<file path="config.mk">
export PLATFORM = sky130hd
export DESIGN_NAME = lru_record_buffer_lookup
export DESIGN_NICKNAME = d
export VERILOG_FILES = /design/src/lrb_pkg.sv /design/src/lrb_ctrl.sv /design/src/lrb_datapath.sv /design/src/lru_record_buffer_lookup.sv
export VERILOG_INCLUDE_DIRS = /design/src /design/src/src
export SDC_FILE = /design/constraint.sdc
export NUM_CORES = 1
export LEC_CHECK = 0
export ABC_CLOCK_PERIOD_IN_PS = 8630
export BUFFER_PORTS_ARGS = -buffer_cell sky130_fd_sc_hd__buf_2
export CORE_MARGIN = 1.5
export CORE_UTILIZATION = 60
export DETAILED_ROUTE_END_ITERATION = 12
export PLACE_DENSITY = 0.83
export RECOVER_POWER = 100
export SETUP_SLACK_MARGIN = 0.2
export SLEW_MARGIN = 40
export SYNTH_ARGS = -nofsm -noshare
export SYNTH_HDL_FRONTEND = slang
export SYNTH_HIERARCHICAL = 1
export SYNTH_SLANG_ARGS = --single-unit
</file>
<file path="constraint.sdc">
create_clock -name clk -period 8.63 [get_ports clk]
set_input_delay 1.726 -clock clk [delete_from_list [all_inputs] [get_ports clk]]
set_output_delay 1.726 -clock clk [all_outputs]
set_load 0.01 [all_outputs]
</file>
<file path="src/lru_record_buffer_lookup_macros.svh">
// Assertion macros for the record buffer lookup block.
// Used by the top level only; expects clk and rst_n in scope.
`ifndef LRU_RECORD_BUFFER_LOOKUP_MACROS_SVH
`define LRU_RECORD_BUFFER_LOOKUP_MACROS_SVH

// The consequent must hold in the same cycle as the antecedent.
`define LRB_ASSERT_SAME(lbl, ante, cons, msg) \
    lbl: assert property (@(posedge clk) disable iff (!rst_n) (ante) |-> (cons)) \
        else $error(msg);

// The consequent must hold in the cycle after the antecedent.
`define LRB_ASSERT_NEXT(lbl, ante, cons, msg) \
    lbl: assert property (@(posedge clk) disable iff (!rst_n) (ante) |=> (cons)) \
        else $error(msg);

`endif

</file>
<file path="src/lrb_pkg.sv">
// Shared types and fixed field widths for the record buffer lookup block.
// No dependencies.
`timescale 1ns / 1ps

package lrb_pkg;

    localparam int LINE_NUMBER_W = 24;
    localparam int SLOT_OUT_W    = 4;

    typedef struct packed {
        logic capture;
        logic match;
        logic update;
    } lrb_cmd_t;

endpackage

</file>
<file path="src/lrb_ctrl.sv">
// Sequencer of the record buffer lookup: handshakes and step commands.
// Depends on lrb_pkg.
`timescale 1ns / 1ps

module lrb_ctrl
    import lrb_pkg::*;
(
    input  logic     clk,
    input  logic     rst_n,
    input  logic     in_valid,
    output logic     in_stall,
    output logic     out_valid,
    input  logic     out_stall,
    output lrb_cmd_t cmd
);

    localparam logic [1:0] ST_IDLE   = 2'd0;
    localparam logic [1:0] ST_MATCH  = 2'd1;
    localparam logic [1:0] ST_UPDATE = 2'd2;

    logic [1:0] state_reg;
    logic [1:0] state_next;
    logic       out_valid_reg;
    logic       out_valid_next;
    logic       can_load;
    logic       accept;

    assign can_load  = !out_valid_reg || !out_stall;
    assign in_stall  = !((state_reg == ST_IDLE) || ((state_reg == ST_UPDATE) && can_load));
    assign accept    = in_valid && !in_stall;
    assign out_valid = out_valid_reg;

    always_comb
    begin
        cmd.capture = accept;
        cmd.match   = (state_reg == ST_MATCH);
        cmd.update  = (state_reg == ST_UPDATE) && can_load;
    end

    always_comb
    begin
        state_next = state_reg;
        case (state_reg)
            ST_IDLE:
            begin
                if (accept)
                begin
                    state_next = ST_MATCH;
                end
            end
            ST_MATCH:
            begin
                state_next = ST_UPDATE;
            end
            ST_UPDATE:
            begin
                if (can_load)
                begin
                    state_next = accept ? ST_MATCH : ST_IDLE;
                end
            end
            default:
            begin
                state_next = ST_IDLE;
            end
        endcase
    end

    always_comb
    begin
        if (cmd.update)
        begin
            out_valid_next = 1'b1;
        end
        else if (!out_stall)
        begin
            out_valid_next = 1'b0;
        end
        else
        begin
            out_valid_next = out_valid_reg;
        end
    end

    always_ff @(posedge clk or negedge rst_n)
    begin
        if (!rst_n)
        begin
            state_reg     <= ST_IDLE;
            out_valid_reg <= 1'b0;
        end
        else
        begin
            state_reg     <= state_next;
            out_valid_reg <= out_valid_next;
        end
    end

endmodule

</file>
<file path="src/lrb_datapath.sv">
// Recency list, tag compare, move-to-front shift and result registers.
// Depends on lrb_pkg; driven by the commands of lrb_ctrl.
`timescale 1ns / 1ps

module lrb_datapath
    import lrb_pkg::*;
#(
    parameter int DEPTH     = 16,
    parameter int LINE_BITS = 24
)
(
    input  logic                     clk,
    input  logic                     rst_n,
    input  lrb_cmd_t                 cmd,
    input  logic [LINE_NUMBER_W-1:0] line_number,
    output logic                     hit,
    output logic [SLOT_OUT_W-1:0]    slot,
    output logic                     evicted,
    output logic [LINE_NUMBER_W-1:0] evicted_line
);

    localparam int IDX_W = (DEPTH > 1) ? $clog2(DEPTH) : 1;
    localparam int OCC_W = $clog2(DEPTH + 1);

    logic [LINE_BITS-1:0]     tags_reg [DEPTH];
    logic [IDX_W-1:0]         slots_reg [DEPTH];
    logic [OCC_W-1:0]         occ_reg;
    logic [LINE_BITS-1:0]     tag_reg;
    logic                     found_reg;
    logic [IDX_W-1:0]         idx_reg;
    logic                     full_reg;

    logic [LINE_BITS+LINE_NUMBER_W-1:0] line_ext;
    logic                     found_next;
    logic [IDX_W-1:0]         idx_next;
    logic [IDX_W-1:0]         pos;
    logic [IDX_W-1:0]         slot_val;
    logic [IDX_W+SLOT_OUT_W-1:0] slot_ext;
    logic [LINE_BITS+LINE_NUMBER_W-1:0] victim_ext;

    logic                     hit_reg;
    logic [SLOT_OUT_W-1:0]    slot_reg;
    logic                     evicted_reg;
    logic [LINE_NUMBER_W-1:0] evicted_line_reg;

    assign line_ext = {{LINE_BITS{1'b0}}, line_number};

    // The entry nearest the front wins, so the scan runs from the back.
    always_comb
    begin
        found_next = 1'b0;
        idx_next   = '0;
        for (int i = DEPTH - 1; i >= 0; i--)
        begin
            if ((OCC_W'(i) < occ_reg) && (tags_reg[i] == tag_reg))
            begin
                found_next = 1'b1;
                idx_next   = IDX_W'(i);
            end
        end
    end

    always_comb
    begin
        if (found_reg)
        begin
            pos      = idx_reg;
            slot_val = slots_reg[idx_reg];
        end
        else if (full_reg)
        begin
            pos      = IDX_W'(DEPTH - 1);
            slot_val = slots_reg[DEPTH-1];
        end
        else
        begin
            pos      = occ_reg[IDX_W-1:0];
            slot_val = occ_reg[IDX_W-1:0];
        end
    end

    assign slot_ext   = {{SLOT_OUT_W{1'b0}}, slot_val};
    assign victim_ext = {{LINE_NUMBER_W{1'b0}}, tags_reg[DEPTH-1]};

    always_ff @(posedge clk)
    begin
        if (cmd.capture)
        begin
            tag_reg <= line_ext[LINE_BITS-1:0];
        end
        if (cmd.match)
        begin
            found_reg <= found_next;
            idx_reg   <= idx_next;
            full_reg  <= (occ_reg == OCC_W'(DEPTH));
        end
        if (cmd.update)
        begin
            for (int k = 1; k < DEPTH; k++)
            begin
                if (IDX_W'(k) <= pos)
                begin
                    tags_reg[k]  <= tags_reg[k-1];
                    slots_reg[k] <= slots_reg[k-1];
                end
            end
            tags_reg[0]      <= tag_reg;
            slots_reg[0]     <= slot_val;
            hit_reg          <= found_reg;
            slot_reg         <= slot_ext[SLOT_OUT_W-1:0];
            evicted_reg      <= !found_reg && full_reg;
            evicted_line_reg <= (!found_reg && full_reg) ?
                                victim_ext[LINE_NUMBER_W-1:0] : '0;
        end
    end

    always_ff @(posedge clk or negedge rst_n)
    begin
        if (!rst_n)
        begin
            occ_reg <= '0;
        end
        else if (cmd.update && !found_reg && !full_reg)
        begin
            occ_reg <= occ_reg + 1'b1;
        end
    end

    assign hit          = hit_reg;
    assign slot         = slot_reg;
    assign evicted      = evicted_reg;
    assign evicted_line = evicted_line_reg;

endmodule

</file>
<file path="src/lru_record_buffer_lookup.sv">
// An accepted line number is compared in the match step; the update step then does
// the move-to-front shift of the recency list and registers the result, waiting while
// the output is stalled. A new line is accepted only when idle or in the update step.
// Reset clears the occupancy count and the handshake state; the list
// contents are not cleared, as entries beyond the occupancy are never read.
`timescale 1ns / 1ps
`include "lru_record_buffer_lookup_macros.svh"

module lru_record_buffer_lookup
    import lrb_pkg::*;
#(
    parameter int DEPTH     = 16,
    parameter int LINE_BITS = 24
)
(
    input  logic                     clk,
    input  logic                     rst_n,
    input  logic                     in_valid,
    output logic                     in_stall,
    input  logic [LINE_NUMBER_W-1:0] line_number,
    output logic                     out_valid,
    input  logic                     out_stall,
    output logic                     hit,
    output logic [SLOT_OUT_W-1:0]    slot,
    output logic                     evicted,
    output logic [LINE_NUMBER_W-1:0] evicted_line
);

    lrb_cmd_t cmd;

    lrb_ctrl u_ctrl
    (
        .clk       (clk),
        .rst_n     (rst_n),
        .in_valid  (in_valid),
        .in_stall  (in_stall),
        .out_valid (out_valid),
        .out_stall (out_stall),
        .cmd       (cmd)
    );

    lrb_datapath #(
        .DEPTH     (DEPTH),
        .LINE_BITS (LINE_BITS)
    ) u_datapath
    (
        .clk          (clk),
        .rst_n        (rst_n),
        .cmd          (cmd),
        .line_number  (line_number),
        .hit          (hit),
        .slot         (slot),
        .evicted      (evicted),
        .evicted_line (evicted_line)
    );

    `LRB_ASSERT_SAME(a_hit_not_evict, out_valid, !(hit && evicted), "hit beat also evicts")
    `LRB_ASSERT_SAME(a_no_victim_line, out_valid && !evicted, evicted_line == '0, "stray victim")
    `LRB_ASSERT_NEXT(a_busy_after_accept, in_valid && !in_stall, in_stall, "accepted too early")
    `LRB_ASSERT_NEXT(a_result_follows, cmd.match, cmd.update || in_stall, "result step lost")

endmodule

</file>
# == After elaboration in Yosys (flattened, before gate mapping) ==
# Memory sizes are Yosys's and may differ from the RTL's.
# Cells that the tools add are included.
# op_classes
addsub,1
n_lt_le_gt_ge,31
eq_ne,22
muxes,73
n_reduce_logical,34
# op_table
op,count
24-bit equality test,16
1-bit two-way mux,52
4-bit two-way mux,12
"4-bit by 5-bit < comparator with 1-bit output, first input constant",8
"4-bit <= comparator, first input constant",8
1-bit logical AND,21
"3-bit by 5-bit < comparator with 1-bit output, first input constant",4
"3-bit by 4-bit <= comparator with 1-bit output, first input constant",4
15-bit OR reduction,1
3-bit two-way mux,4
"1-bit by 5-bit < comparator with 1-bit output, first input constant",2
"2-bit by 5-bit < comparator with 1-bit output, first input constant",2
"2-bit by 4-bit <= comparator with 1-bit output, first input constant",2
2-bit two-way mux,4
8-bit OR reduction,1
"2-bit by 1-bit != test with 1-bit output, second input constant",3
2-bit one-hot mux with 3 select lines,1
"5-bit by 1-bit adder with 5-bit output, second input constant",1
"5-bit equality test, second input constant",1
1-bit zero test,5
"1-bit by 4-bit <= comparator with 1-bit output, first input constant",1
4-bit OR reduction,1
"2-bit by 1-bit equality test with 1-bit output, second input constant",1
"2-bit equality test, second input constant",1
4 further kinds,5
# totals
regBits,68
ram_bits,448
input_bits,28
out_inout_bits,32
elab_cells,177
mem_count,2
# mem_list
memory,words,word_bits,read_ports,rd_clocked_by_memory_dff,write_ports,line,source
u_datapath.tags_reg,16,24,16,0,16,lrb_datapath.sv:25,logic [LINE_BITS-1:0] tags_reg [DEPTH];
u_datapath.slots_reg,16,4,17,0,16,lrb_datapath.sv:26,logic [IDX_W-1:0] slots_reg [DEPTH];

# == Logic depth before layout (Yosys ltp) ==
# An unclocked memory read counts as a cell.
# depth
ltp_word,18
depth_mapped,11
depth_no_buf,9

# == Modules after synthesis ==
# The synthesis kept the hierarchy.
# modules_own_cells
mod,n_inst,cells_each,area_per_inst_um2,seq_area_each_um2
lrb_datapath,1,1255,21084.0,15259.6
lrb_ctrl,1,16,162.7,75.1

# == Worst setup path after synthesis ==
# OpenSTA, ideal clock, no wires.
# synth_timing
path_type,input port to flip-flop
from,in out_stall
to,mem u_datapath/slots_reg[5][0] in the netlist's numbering (enable)
setup_ps,456
arrival_time_ps,6134
t_required_ps,8174
path_slack_ps,2040
stages,5
n_path_buf,1
path_cell_list,a21oi_1 -> buf_4 -> inv_1 -> a21oi_1 -> a21boi_0
# synth_rtl
item,line,source
from (decl),lru_record_buffer_lookup.sv:22,"input logic out_stall,"
to (decl),lrb_datapath.sv:26,

==> out/qor.csv <==
metric;value;unit
status;finished with violations;
violations;capacitance limit, slew limit;
finClkSkew;0.0279;ns
netlist_area;21200;um^2
grt-ovfl-total;0;
diodes;0;
hold_buffers;0;
path_delay_family;buffers and inverters;
ant_nets;0;
cts_tree;yes;
root_buffer;clkbuf_16;
largest_register_ffs;384;
seq_area;15300;um^2
post_cts_buffers;0;
drt-pass1-iter-count;5;
fin_crit_sh;65.0;%
fin_crit;5.61;ns
hpwl;32900;um
peakVddDrop;195;uV
syn_to_final_growth;10.8;%
preCtsSetupSlack;4.15;ns
multiInputGateArea;5580;um^2
clock.fmax;0.178;GHz
vias;11500;
start_kind;input port;
hold_ws;0.444;ns
place_area;22200;um^2
gp_congestion;0.905;
cp_num_buf_inv;5;
crit_top_cell;clkbuf_1;
finalSetupTns;0;ns
cts_buffers;51;
dr.first_iter.drc_count;1241;
critPathCaptureType;flop;
finalWorstSetupSlack;3.02;ns
track_usage;27.8;%
ys_seq_elements;512;
drc;0;
hold_viol;0;
synthCells;1271;
synth.yosys.seq_area_share;72.2;%
design_area;23500;um^2
clock_sinks;512;
synthDistinctLibCells;49;
crit_type;in2reg;
via_per_inst;6.22;
cp_slowest_stage_delay;1.23;ns
cellPowerDensity;244;nW/um^2
final_max_slew_viol_count;643;
clk_latency;0.61;ns
num_io_pins;60;
post_cts_resized;0;
layout_commonest_cell;edfxtp_1;
layoutNonFillerInstCount;1852;
path_clk_slew;0.07;ns
die_w;191;um
drt-wirelength-per-cell;26.7;um
ys_warn_count;6;
worst_slew_pin_slew;1.98;ns
core;34700;um^2
nets;1388;
die_y;191;um
slowest_stage;clkbuf_1;
io_buffers;59;
grt_antenna_before_repair;1;
synth_area_per_cell;16.7;um^2
worstPathRequired;8.83;ns
clockBufferDepth;3;
synth_fp_nets;1301;
arrival;5.81;ns
die-area;36500;um^2
leakagePower;0.00748;uW
cts_htree_levels;2;
nFillCells;2264;
grt_first_pass_wirelength;72000;um
rows;68;
setup_violations;0;
wirelength;49400;um
dp_cells;1759;
hp-class;reg2reg;
rsz0062_at_grt;no;
grt_max_degree;57;
crit_fanout;56;
most-common-layout-cells;edfxtp_1 (504), xnor2_1 (221), xor2_1 (164);
max_slew_margin;-32.2;%
grt_pass1_vias;11500;
drive_gt1_share;9.88;%
initial_utilization;61.2;%
drv_cap;31;
crit_chain;clkbuf_1 > a21oi_4 > buf_4 > inv_1 > a21oi_1 > clkbuf_1 > a21boi_0 > clkbuf_1;
-- final timing paths --
| kind | start | end | slack (ns) | cells past startpoint |
|---|---|---|---|---|
| min in group asynchronous | rst_n | u_datapath/occ_reg[3]$_DFFE_PN0P_ | 1.06 | 1 |
| min reg2reg | u_datapath/slots_reg[1][3]$_DFFE_PP_ | u_datapath/slots_reg[2][3]$_DFFE_PP_ | 0.44 | 0 |
| max | out_stall | u_datapath/tags_reg[0][135]$_DFFE_PP_ | 3.02 | 8 |
| max in group asynchronous | rst_n | u_datapath/occ_reg[1]$_DFFE_PN0P_ | 7.26 | 1 |
| min | u_datapath/slots_reg[1][3]$_DFFE_PP_ | u_datapath/slots_reg[2][3]$_DFFE_PP_ | 0.44 | 0 |
| max reg2reg | u_ctrl/state_reg[0]$_DFFE_PN0P_ | u_datapath/tags_reg[0][135]$_DFFE_PP_ | 3.66 | 8 |
-- cell families after synthesis --
| family | Yosys count | synth area share [%] |
|---|---|---|
| flops | 512 | 72.2 |
| xor+xnor | 388 | 16.1 |
| simple gates | 221 | 6.11 |
| buf+inv | 72 | 1.85 |
| compound gates | 51 | 1.53 |
| mux | 25 | 2.13 |
| fa+ha+maj | 2 | 0.118 |
-- power breakdown --
part / internal [uW] / total [uW] / switching [uW]
combinational: 183 / 522 / 339
clock: 1220 / 2140 / 917
sequential: 2940 / 3090 / 144
total: 4340 / 5740 / 1400
-- synth_stat cells (all sizes together) --
library cell  instances  area [um^2]
a31o                  1         8.76
nand4b                1         8.76
and2                 24          150
nor4                 48          343
xnor2               224         1980
nor2                 27          101
buf                  49          307
a21boi                2         15.0
ha                    2         25.0
o22ai                 1         6.26
edfxtp              504        15100
o21bai                2         15.0
a311oi                6         52.6
nor3b                 1         7.51
a21oi                20          100
mux2                  1         11.3
inv                   7         26.3
nand3b                1         7.51
xor2                164         1440
nand4                58          363
nand2b                9         56.3
a2111oi               4         35.0
nor4b                 1         8.76
clkbuf               16         60.1
a31oi                 3         18.8
or2                   1         6.26
a21o                  1         7.51
o21ai                 7         35.0
or3                   2         12.5
nor3                 10         50.1
o21a                  2         15.0
mux4                 16          360
nand3                15         75.1
mux2i                 8         80.1
nand2                18         67.6
a211oi                1         7.51
nor2b                 3         21.3
or4                   2         18.8
dfrtp                 8          200
o31ai                 1         7.51
-- cell type report --
class	count	share of cell area, %
multi-input combinational	687	23.7
clock buffer	59	5.64
tap	455	2.42
clock inverter	33	1.15
sequential	512	65.2
timing repair buffer	99	1.79
inverter	7	0.112
-- routing by layer --
metal / vias to the layer above / routed length (um) / track usage, %
met5: - / 0 / 0
met4: 0 / 2360 / 13.2
met3: 160 / 4950 / 5.84
met2: 712 / 23600 / 45.1
met1: 5762 / 18500 / 36.1
li1: 4885 / - / -
-- metrics by stage --
stage / util, % / power [uW]
after global placement: 63.7 / 3630
after CTS: 68.5 / 5780
after floorplan: - / 3440
after detailed placement: 63.9 / 3660
after global routing: 67.8 / 5920
final: 67.8 / 5740
Power figures use the tool's default switching activity.
